--- src/rtl/quad_mesh_triangulator_core_defines.svh ---
// ----------------------------------------------------------------------------
// quad mesh triangulator assertion macros
// concurrent check helpers clocked on clk_i and disabled during reset
// ----------------------------------------------------------------------------
`ifndef QUAD_MESH_TRIANGULATOR_CORE_DEFINES_SVH
`define QUAD_MESH_TRIANGULATOR_CORE_DEFINES_SVH

`ifndef ASSERT_OFF
`define QMT_ASSERT(name, prop, msg) \
  name: assert property (@(posedge clk_i) disable iff (!rst_ni) (prop)) else $error(msg);
`define QMT_ASSERT_IMPL(name, cond, prop, msg) \
  name: assert property (@(posedge clk_i) disable iff (!rst_ni) (cond) |-> (prop)) \
    else $error(msg);
`else
`define QMT_ASSERT(name, prop, msg)
`define QMT_ASSERT_IMPL(name, cond, prop, msg)
`endif

`endif

--- src/rtl/qmt_pkg.sv ---
// ----------------------------------------------------------------------------
// qmt_pkg
// shared widths, result codes and controller/datapath structs
// ----------------------------------------------------------------------------
`default_nettype none

package qmt_pkg;

  localparam int unsigned POS_W          = 24;
  localparam int unsigned IDX_W          = 16;
  localparam int unsigned DIFF_W         = POS_W + 1;
  localparam int unsigned MUL_W          = 32;
  localparam int unsigned PROD_W         = 2 * MUL_W;
  localparam int unsigned CROSS_W        = 52;
  localparam int unsigned MAG_W          = CROSS_W - 1;
  localparam int unsigned NORM_LIMIT_BIT = 30;
  localparam int unsigned ROOT_W         = 64;
  localparam int unsigned LEN_W          = 31;
  localparam int unsigned NRM_W          = 16;
  localparam int unsigned QUO_W          = 16;
  localparam int unsigned FRAC_SHIFT     = 15;
  localparam int unsigned DIVR_W         = LEN_W + QUO_W;
  localparam int unsigned STEP_W         = 6;
  localparam int unsigned SEL_W          = 3;

  localparam int unsigned CROSS_STEPS = 6;
  localparam int unsigned SQR_STEPS   = 3;
  localparam int unsigned ROOT_STEPS  = 32;
  localparam int unsigned DIV_STEPS   = QUO_W;
  localparam int unsigned AXES        = 3;

  localparam logic [1:0] KIND_VERTEX = 2'd0;
  localparam logic [1:0] KIND_TRI    = 2'd1;
  localparam logic [1:0] KIND_BOUNDS = 2'd2;

  localparam logic [SEL_W-1:0] SEL_CORNER_LAST = 3'd3;
  localparam logic [SEL_W-1:0] SEL_TRI_A       = 3'd4;
  localparam logic [SEL_W-1:0] SEL_TRI_B       = 3'd5;
  localparam logic [SEL_W-1:0] SEL_BOUNDS      = 3'd6;

  typedef logic signed [POS_W-1:0] pos_t;

  typedef enum logic [3:0] {
    OP_NONE,
    OP_DIFF,
    OP_CROSS,
    OP_MAG,
    OP_SHIFT,
    OP_SQR,
    OP_ROOT,
    OP_DIV,
    OP_EMIT
  } dp_op_e;

  typedef struct packed {
    logic              capture;
    dp_op_e            op;
    logic [STEP_W-1:0] step;
    logic [1:0]        comp;
    logic [SEL_W-1:0]  sel;
    logic              last;
    logic              clear;
  } dp_cmd_t;

  typedef struct packed {
    logic quad_full;
    logic big;
    logic out_busy;
  } dp_status_t;

  typedef struct packed {
    logic [1:0] kind;
    pos_t       first_x;
    pos_t       first_y;
    pos_t       first_z;
    pos_t       second_x;
    pos_t       second_y;
    pos_t       second_z;
    logic       tex_u;
    logic       tex_v;
    logic       overflow;
    logic       last;
  } result_t;

endpackage

`default_nettype wire

--- src/rtl/qmt_ctrl.sv ---
// ----------------------------------------------------------------------------
// qmt_ctrl
// sequencer for vertex capture, normal computation and result emission
// ----------------------------------------------------------------------------
`default_nettype none

module qmt_ctrl (
  input  wire logic                 clk_i,
  input  wire logic                 rst_ni,
  input  wire logic                 in_valid_i,
  input  wire logic                 in_mesh_end_i,
  output logic                      in_ready_o,
  input  wire qmt_pkg::dp_status_t  status_i,
  output qmt_pkg::dp_cmd_t          cmd_o
);

  typedef enum logic [3:0] {
    ST_IDLE,
    ST_DIFF,
    ST_CROSS,
    ST_MAG,
    ST_NORM,
    ST_SQR,
    ST_ROOT,
    ST_DIV,
    ST_EMIT
  } state_e;

  state_e                      state_q;
  logic [qmt_pkg::STEP_W-1:0]  cnt_q;
  logic [1:0]                  comp_q;
  logic [qmt_pkg::SEL_W-1:0]   sel_q;
  logic                        end_q;
  logic                        ready_q;
  logic                        accept;
  logic                        final_sel;

  assign accept    = in_valid_i & ready_q;
  assign final_sel = (sel_q == qmt_pkg::SEL_BOUNDS)
                   | ((sel_q == qmt_pkg::SEL_TRI_B) & ~end_q);

  always_comb begin
    cmd_o         = '0;
    cmd_o.op      = qmt_pkg::OP_NONE;
    cmd_o.capture = accept;
    cmd_o.step    = cnt_q;
    cmd_o.comp    = comp_q;
    cmd_o.sel     = sel_q;
    case (state_q)
      ST_DIFF:  cmd_o.op = qmt_pkg::OP_DIFF;
      ST_CROSS: cmd_o.op = qmt_pkg::OP_CROSS;
      ST_MAG:   cmd_o.op = qmt_pkg::OP_MAG;
      ST_NORM:  cmd_o.op = status_i.big ? qmt_pkg::OP_SHIFT : qmt_pkg::OP_NONE;
      ST_SQR:   cmd_o.op = qmt_pkg::OP_SQR;
      ST_ROOT:  cmd_o.op = qmt_pkg::OP_ROOT;
      ST_DIV:   cmd_o.op = qmt_pkg::OP_DIV;
      ST_EMIT: begin
        if (!status_i.out_busy) begin
          cmd_o.op    = qmt_pkg::OP_EMIT;
          cmd_o.last  = final_sel;
          cmd_o.clear = (sel_q == qmt_pkg::SEL_BOUNDS);
        end
      end
      default:  cmd_o.op = qmt_pkg::OP_NONE;
    endcase
  end

  always_ff @(posedge clk_i or negedge rst_ni) begin
    if (!rst_ni) begin
      state_q <= ST_IDLE;
      cnt_q   <= '0;
      comp_q  <= '0;
      sel_q   <= '0;
      end_q   <= 1'b0;
      ready_q <= 1'b1;
    end else begin
      case (state_q)
        ST_IDLE: begin
          if (accept) begin
            end_q <= in_mesh_end_i;
            if (status_i.quad_full) begin
              state_q <= ST_DIFF;
              ready_q <= 1'b0;
            end else if (in_mesh_end_i) begin
              state_q <= ST_EMIT;
              sel_q   <= qmt_pkg::SEL_BOUNDS;
              ready_q <= 1'b0;
            end
          end
        end
        ST_DIFF: begin
          state_q <= ST_CROSS;
          cnt_q   <= '0;
        end
        ST_CROSS: begin
          if (cnt_q == qmt_pkg::STEP_W'(qmt_pkg::CROSS_STEPS)) begin
            state_q <= ST_MAG;
          end else begin
            cnt_q <= cnt_q + qmt_pkg::STEP_W'(1);
          end
        end
        ST_MAG: state_q <= ST_NORM;
        ST_NORM: begin
          if (!status_i.big) begin
            state_q <= ST_SQR;
            cnt_q   <= '0;
          end
        end
        ST_SQR: begin
          if (cnt_q == qmt_pkg::STEP_W'(qmt_pkg::SQR_STEPS)) begin
            state_q <= ST_ROOT;
            cnt_q   <= '0;
          end else begin
            cnt_q <= cnt_q + qmt_pkg::STEP_W'(1);
          end
        end
        ST_ROOT: begin
          if (cnt_q == qmt_pkg::STEP_W'(qmt_pkg::ROOT_STEPS - 1)) begin
            state_q <= ST_DIV;
            cnt_q   <= '0;
            comp_q  <= '0;
          end else begin
            cnt_q <= cnt_q + qmt_pkg::STEP_W'(1);
          end
        end
        ST_DIV: begin
          if (cnt_q == qmt_pkg::STEP_W'(qmt_pkg::DIV_STEPS)) begin
            cnt_q <= '0;
            if (comp_q == 2'(qmt_pkg::AXES - 1)) begin
              state_q <= ST_EMIT;
              sel_q   <= '0;
            end else begin
              comp_q <= comp_q + 2'd1;
            end
          end else begin
            cnt_q <= cnt_q + qmt_pkg::STEP_W'(1);
          end
        end
        ST_EMIT: begin
          if (!status_i.out_busy) begin
            if (final_sel) begin
              state_q <= ST_IDLE;
              ready_q <= 1'b1;
            end else if (sel_q == qmt_pkg::SEL_TRI_B) begin
              sel_q <= qmt_pkg::SEL_BOUNDS;
            end else begin
              sel_q <= sel_q + qmt_pkg::SEL_W'(1);
            end
          end
        end
        default: begin
          state_q <= ST_IDLE;
          ready_q <= 1'b1;
        end
      endcase
    end
  end

  assign in_ready_o = ready_q;

endmodule

`default_nettype wire

--- config.mk ---
export PLATFORM = sky130hd
export DESIGN_NAME = qmt_ctrl
export DESIGN_NICKNAME = d
export VERILOG_FILES = /design/src/rtl/quad_mesh_triangulator_core_defines.svh /design/src/rtl/qmt_pkg.sv /design/src/rtl/qmt_ctrl.sv
export SDC_FILE = /design/constraint.sdc
export NUM_CORES = 1
export LEC_CHECK = 0
export BUFFER_PORTS_ARGS = -buffer_cell sky130_fd_sc_hd__buf_2
export CAP_MARGIN = 20
export CORE_MARGIN = 4
export CORE_UTILIZATION = 30
export DETAILED_ROUTE_END_ITERATION = 10
export PLACE_DENSITY = 0.56
export SYNTH_ARGS = -nofsm -noshare
export SYNTH_HDL_FRONTEND = slang
export SYNTH_SLANG_ARGS = --single-unit
--- constraint.sdc ---
create_clock -name clk_i -period 4.51 [get_ports clk_i]
set_input_delay 1.1275 -clock clk_i [delete_from_list [all_inputs] [get_ports clk_i]]
set_output_delay 1.1275 -clock clk_i [all_outputs]
set_load 0.02 [all_outputs]
[Yosys cells after proc, flatten, opt, wreduce, memory -nomap -nowiden]
Cells that the tools add are included.
Storage, ports and cells
  register bits: 17
  output and inout port bits: 19
  logic and storage cells: 97
Operators by class
  add/subtract/negate cells: 3
  equal/unequal tests: 30
  multiplexer cells: 42
  bitwise logic cells: 5
  reduce and logical (&&, ||, !) cells: 11
Operators with widths (count)
  2-to-1 mux 4 bit: 12
  case mux 4 bit (9 select lines): 1
  case mux 6 bit (6 select lines): 1
  case mux 4 bit (8 select lines): 1
  2-to-1 mux 6 bit: 5
  inequality test 2 bit, second input constant: 14
  2-to-1 mux 3 bit: 9
  == test 4 x 3 -> 1 bit, second input constant: 4
  == test 6 x 5 -> 1 bit, second input constant: 2
  2-to-1 mux 2 bit: 5
  AND reduction 10 bit: 1
  case mux 3 bit (3 select lines): 1
  == test 4 x 2 -> 1 bit, second input constant: 2
  AND reduction 8 bit: 1
  OR reduction 7 bit: 1
  adder 6 x 1 -> 6 bit, second input constant: 1
  == test 3 bit, second input constant: 2
  == test 6 x 2 -> 1 bit, second input constant: 1
  == test 6 x 3 -> 1 bit, second input constant: 1
  nonzero test 6 bit: 1
  2-to-1 mux 1 bit: 5
  AND reduction 5 bit: 1
  == test 4 x 1 -> 1 bit, second input constant: 1
  == test 4 bit, second input constant: 1
  15 further kinds: 17

[Logic depth before layout (Yosys ltp)]
Gate-level depths: netlist (run 1).
  depth after elaboration: 6
  gate-level depth with buffers: 7

[Worst setup path after synthesis (run 1)]
Ideal clock, no wire load.
  kind: input port to output port
  start: input status_i[0] (netlist name)
  end: output cmd_o[0] (netlist name)
  data arrival time: 1772 ps
  required time: 3383 ps
  path slack: 1610 ps
  cell stages on the path: 2
  buffers on the path: 0
  path through: nor2_1 -> and3_1
RTL lines
  from (decl): RTL line qmt_ctrl.sv:13  | input wire qmt_pkg::dp_status_t status_i,
  to (decl): RTL line qmt_ctrl.sv:14  | output qmt_pkg::dp_cmd_t cmd_o

==> results.md, run 1 <==
Critical path:
- In this run the critical register-to-register path is launched from sel_q[1].
- The data arrival time of the critical path is 1980 ps.
- The internal reg-to-reg setup slack is 2250 ps.
- The worst register-to-register path has a depth of 7.
- The critical path endpoint category is an output pin.
- By startpoint and endpoint, the worst setup path is classified as flop to output pin.
- In this run the critical register-to-register path is captured at sel_q[1].
- In this run the worst path has a maximum fanout of 14.
- STA classifies the critical path startpoint as a flop.
- The most critical setup path has its endpoint at cmd_o[0].
- The critical path starts at state_q[2].
- At the worst endpoint, the required time is 3380 ps.

Clock tree:
- The root buffer cell chosen for the clock tree is clkbuf_8.
- The number of gates resized after CTS is 0.
- In this run the number of H-tree levels came out at 1.
- The post-CTS setup repair buffer count is 0.
- Buffers inserted to repair hold after CTS numbered 0.
- After clock tree synthesis, the clock-pin slew on the worst setup and hold paths is 70 ps.
- TritonCTS created 3 clock buffers.
- The clock latency at the later pin of the worst-skew pair is 250 ps.
- The count of clock tree sinks is 17.
- No sink is reached through more buffers than the 2 on the longest clock path.
- The CTS tree is done.

GRT:
- The number of global-route vias before repair is 1078.
- Summed over all layers, the global routing overflow is 0.
- The initial antenna violation count was 0.
- The pin count of the biggest net entering global routing is 20.
- Global routing consumed, over all layers together, 11.10% of the routing resources.
- The global-route wire length before repair is 4.892 mm.

Final layout:
- The final-layout fill cell count is 464.
- The number of antenna diodes in the final layout is 0.
- The total area of multi-input combinational cells is 835.8 um2.
- The final standard cell utilization of the core is 35.42%.
- The final net count is 186.
- With fillers left out, the area of the finished cells amounts to 1531 um2.
- The signed area change from the synthesized netlist to the final layout is 14.39%.
- The footprint of the flip-flops and latches is 426.7 um2.
- The filler-free cell count of the finished design is 223.
- The ratio of cells with drive above 1 in the final layout is 27.49%.

Floorplanning:
- The core region is 4324 um2.
- For this configuration, the core starts out at a cell density of 30.96%.
- The die covers 5595 um2.
- The die is 74.80 um wide.
- After floorplanning, the core was divided into 24 placement rows.
- The number of top-level design ports is 26.
- The overall die height is 74.80 um.

Power:
- The cell internal power dissipation is 0.2195 mW.
- The switching power summed over all nets is 0.06259 mW.
- The combinational cell fraction of total power is 4.5%.
- The clock share of power is 41.5%.
- Of the total power, registers draw 54.1%.
- Power spread over the standard cell area amounts to 184.2 nW/um2.
- Net switching is 22.19% of the power.
- VDD sags by at most 0.1165 mV.
- In this run the static leakage power is 0.7124 nW.

Flow run:
- Across the run, the number of max-cap violations was 0.

Timing:
- Setup violations remaining at the end of the flow were counted as 0.
- Headroom to the max-slew limit came out at 59.29%.
- The final count of hold timing violations is 0.
- Setup repair after global routing left no endpoint under its margin.
- The final hold slack is 519.1 ps.
- The final count of pins violating max slew is 0.
- For the pin with the worst max-slew slack, the measured transition is 609.5 ps.
- In the finished design, the share of the clock period the worst path needs comes to 69.01%.
- The clock arrives with 3.364 ps of skew.
- Setup total negative slack on the finished layout was measured at 0 ps.
- The maximum operating frequency is 321.3 MHz.
- For the finished layout, the period the worst path requires is 3112 ps.

Drt:
- The routed layout has 1145 vias.
- Using the TritonRoute via totals, the vias-per-cell ratio works out to 5.135.
- The DRC violation total after the first TritonRoute iteration is 55.
- The mean routed wirelength per cell is 13.05 um.
- The number of search-and-repair iterations in the first detailed-routing pass is 4.
- The count of nets left with antenna violations once routing finished came out at 0.
- The final layout contains routed wiring with a total length of 2.910 mm.
- After detailed routing, the number of remaining DRC violations is 0.

Logic synthesis:
- Synthesis produced 149 cells.
- In this run, distinct cell masters in the synthesized netlist total 50.
- The fraction of synthesis flops using an asynchronous set or reset pin is 100.0%.
- The average instance in the mapped netlist occupies 8.985 um2.
- The synthesized netlist net count is 163.
- The number of warning messages in the yosys log is 0.
- For this run, the leading register cell type out of synthesis is dfrtp_1.
- The number of synthesized register bits is 17.
- Summing every instance area after synthesis gives 1339 um2.
- For this run, the register share of the synthesized area comes to 31.87%.
- Yosys mapped a number of flops with a built-in enable equal to 0.

Placed design:
- In this run the tool buffered the top-level ports with 25 buffer cells.
- The half-perimeter wire length of the detailed placement result is 2.143 mm.
- Routability-driven placement finished with a final weighted congestion of 0.7931.
- The placed instances occupy a cell area of 1486 um2.
- The number of placed instances with taps included is 219.

Hold path:
- The class of the tightest hold or removal check is flop to flop.

Run status:
- The run finished with clean final reports.
## per-layer routing
metal	track usage, %	vias up	part of all wire [%]
li1	-	589	-
met1	14.71	527	49
met2	18.34	27	45
met3	2.804	2	5.4
met4	2.372	0	0.45
met5	0	-	0
## sequential cells by signal, summed over array words and instances, names as in the netlist
signal	cells
comp_q	2
in_ready_o	1
end_q	1
sel_q	3
cnt_q	6
state_q	4
## layout by cell type, fill, tap and decap left out, drive strengths merged, types with 4 or more instances in the layout
cell type   n
inv         9
and3        4
nand2b      5
dfrtp      16
buf        25
nor2       14
o21ai       7
ha          7
clkbuf      4
nor4        4
nor3        4
a21oi       9
nand2      10
mux2        6
a22o        4
## cell families after synthesis
group,synth area share (%)
compound gates,22.52
simple gates,26.17
fa+ha+maj,6.542
xor+xnor,0.6543
mux,6.542
buf+inv,5.701
flops,31.87
## cell usage after synthesis (2+ instances only)
library cell | number | share of area (%)
a211oi_1 | 2 | 1.1
a21o_1 | 3 | 1.7
a21oi_1 | 9 | 3.4
a22o_1 | 3 | 2.0
a31oi_1 | 3 | 1.4
and3_1 | 3 | 1.4
buf_2 | 4 | 1.5
dfrtp_1 | 16 | 30
ha_1 | 7 | 6.5
inv_1 | 9 | 2.5
mux2_2 | 6 | 5.0
mux2i_1 | 2 | 1.5
nand2_1 | 10 | 2.8
nand2b_1 | 5 | 2.3
nand3_1 | 3 | 1.1
nor2_1 | 14 | 3.9
nor2b_1 | 3 | 1.4
nor3_1 | 4 | 1.5
nor4_1 | 4 | 1.9
o21ai_0 | 7 | 2.6
o31ai_1 | 2 | 1.1
or3_1 | 2 | 0.93
## how the worst min path moves through the flow
stage	endpoint	depth (start not counted)	startpoint	slack, ps
after floorplan	end_q	1	end_q	480
after global placement	end_q	1	end_q	510
after detailed placement	end_q	1	end_q	510
after CTS	end_q	1	end_q	530
after global routing	end_q	1	end_q	530
final	end_q	1	end_q	520
## metrics by stage
step	total power, mW	setup WS [ps]
finish	0.2821	1398
global route	0.2953	1237
CTS	0.2874	1402
detailed placement	0.1683	1684
global placement	0.1683	1718
floorplan	0.1600	1610
## power groups by stage
stage,Combinational (mW),Clock (mW),Sequential (mW)
final,0.0126,0.117,0.152
after global routing,0.0141,0.129,0.152
after CTS,0.0130,0.122,0.152
after detailed placement,0.0129,0,0.155
after global placement,0.0129,0,0.155
after floorplan,0.00456,0,0.155
## worst max-delay path, cell delays in order (launching register included)
cell and delay [ps]:
dfrtp_1 550, nor3_1 430, nand2_1 260, nor2_1 170
and3_1 160, buf_2 150
## area by class of cell
class	instances	area share (%)
tap	52	4.248
timing repair buffer	25	8.170
sequential	17	27.86
multi-input combinational	116	54.58
inverter	9	2.206
clock buffer	4	2.941
Power figures use the tool's default switching activity.
==> run 2, diff against run 1 <==
- PLACE_DENSITY: 0.56 -> 0.57
- clock period: 4.51 -> 2.6 ns (I/O delays scaled with it)
==> results.md, run 2 (same netlist as run 1, synthesis figures left out) <==
Clock tree:
- The clock-pin transition on the worst setup and hold timing paths is 70 ps (about the same).
- The clock root buffer master is clkbuf_8.
- The number of gates resized after CTS is 0 (unchanged).
- The count of hold buffers inserted by post-cts repair is 0 (unchanged).
- The count of clock tree sinks is 17 (unchanged).
- The clock latency at the later pin of the worst-skew pair came to 260 ps (about the same).
- The CTS tree is done.
- The maximum level of the CTS H-tree came to 1 (unchanged).
- The number of CTS-inserted buffers is 3 (unchanged).
- The post-CTS setup repair buffer count is 0 (unchanged).
- The maximum buffer depth of the clock tree is 2 (unchanged).

Final layout:
- The register with the highest flop count is cnt_q.
- The final net count was 190 (+2.2%).
- The final-layout fill cell count was 473 (+1.9%).
- The ratio of cells with drive above 1 in the final layout is 29.71% (+2.2 points).
- The final non-filler cell area is 1567 um2 (+2.3%).
- The total inserted antenna cells came to 0 (unchanged).
- The filler-free cell count of the finished design is 227 (+1.8%).
- Relative to the synthesized area, the layout overhead comes to 17.01%.
- The flip-flop count of the largest register, all copies and words added is 6 (unchanged).
- The largest registers in the layout are cnt_q x6, state_q x4, sel_q x3.
- The most common library cell in the layout ignoring fill and taps is buf_2.
- The top cell types in the final layout, fill and taps aside, are 25 x buf_2, 16 x dfrtp_1, 14 x nor2_1.

Critical path:
- The maximum fanout along the worst path is 12 (-2).
- The critical path endpoint category is an output pin.
- The worst setup path is launched from a flop.
- The number of cells traversed by the worst register-to-register path was 7 (unchanged).
- The worst setup path is of the flop to output pin kind.
- The data arrival time of the critical path is 1770 ps (-210 ps).
- The worst endpoint required time is 1950 ps (-1430 ps).

Floorplanning:
- The overall die height is 74.80 um (unchanged).
- The number of rows in the core area is 24 (unchanged).
- The die width was 74.80 um (unchanged).
- The number of top-level design ports was 26 (unchanged).
- The area of the die came to 5595 um2 (unchanged).
- The initial core utilization is 30.96% (unchanged).
- The total core area is 4324 um2 (unchanged).

Drt:
- The number of search-and-repair iterations in the first detailed-routing pass is 4 (unchanged).
- The mean routed wirelength per cell is 13.52 um (+3.6%).
- The total length of routed wires was 3.070 mm (+5.5%).
- The DRC violations left is 0 (unchanged).
- The average via count per standard cell came to 5.242 (+2.1%).
- The number of nets with antenna violations after detailed routing was 0 (unchanged).
- The routed via count is 1190 (+3.9%).
- The DRC violation total after the first TritonRoute iteration is 34 (-38%).

Power:
- The overall power of the completed layout is 0.4933 mW (+75%).
- The cell area power density came to 314.9 nW/um2 (+71%).
- The worst voltage drop across the vdd grid came to 0.1691 mV (+45%).
- The cell leakage power is 0.7333 nW (+2.9%).

Timing:
- The part of the cycle the worst path needs is 93.26%.
- The max-slew headroom at the worst pin is 60.10% (+0.81 points).
- The minimum clock period after layout is 2425 ps.
- The final total negative setup slack came to 0 ps (unchanged).
- The maximum operating frequency is 412.4 MHz.
- The setup violation total in the final timing report came to 0 (unchanged).
- The final clock skew is 6.688 ps (+3.324 ps).
- The slew at the pin with the worst max-slew slack is 597.5 ps (-12.08 ps).
- The final count of pins violating max slew is 0 (unchanged).
- The final count of hold timing violations is 0 (unchanged).
- Setup repair after global routing left no endpoint under its margin.

GRT:
- The global-route wire length before repair is 5.043 mm (+3.1%).
- The leftover overflow at the end of global routing is 0 (unchanged).
- The pin count of the biggest net entering global routing is 18 (-10%).
- The number of global-route vias before repair is 1138 (+5.6%).
- The initial antenna violation count is 0 (unchanged).
- The total global routing track utilization came to 11.57% (+0.47 points).

Placed design:
- The final estimated routing congestion in global placement was 0.7553 (-4.8%).
- The total of buffers placed on input and output ports was 25 (unchanged).
- The number of placed instances with taps included came to 223 (+1.8%).
- The half-perimeter wire length of the detailed placement result is 2.306 mm (+7.6%).
- The post-detailed-placement cell area is 1516 um2 (+2.0%).

Flow run:
- The count of maximum capacitance violations is 0 (unchanged).

Hold path:
- The worst hold path belongs to the class input pin to async pin.

Run status:
- The run finished with clean final reports.
## run 2: metrics by stage
step	setup slack [ps]	hold slack (ps)	util [%]
6_report	175.2	307.7	36.23
5_1_grt	57.12	341.1	36.23
4_1_cts	48.35	325.3	36.11
3_5_place_dp	339.7	516.9	35.07
3_3_place_gp	378.1	515.8	35.07
2_1_floorplan	250.3	354.4	-
## run 2: area by class of cell
class | instances | area [um2] | area share (%)
well taps | 52 | 65.06 | 4.153
multi-input cells | 116 | 840.8 | 53.67
inverters | 9 | 33.78 | 2.157
clock buffers | 4 | 45.04 | 2.875
flip-flops and latches | 17 | 426.7 | 27.24
repair buffers | 29 | 155.1 | 9.904
## run 2: final timing paths
check / from / to / slack [ps]
max in group asynchronous: rst_ni / in_ready_o / 1980
min: rst_ni / end_q / 310
min reg2reg: end_q / end_q / 530
max: state_q[1] / cmd_o[0] / 180
max reg2reg: sel_q[1] / state_q[3] / 360
min in group clk_i: end_q / end_q / 530
## run 2: critical path, cell delays in order, from the launching register on
cell,delay [ps]
dfrtp_1,510
nor3_2,330
nand2_1,220
nor2_1,150
and3_1,160
buf_2,150
## run 2: layer usage
layer  up-vias  global-route usage, %  wire length, um
met5         -                      0                0
met4         0                  2.372               13
met3         2                  3.605              169
met2        25                  19.71             1391
met1       565                  14.46             1495
li1        598                      -                -
## run 2: power breakdown
| part | switching, mW | leakage, nW | internal [mW] |
|---|---|---|---|
| clock network | 0.0966 | 0.0228 | 0.109 |
| registers | 0 | 0.224 | 0.264 |
| logic | 0.0150 | 0.487 | 0.00839 |
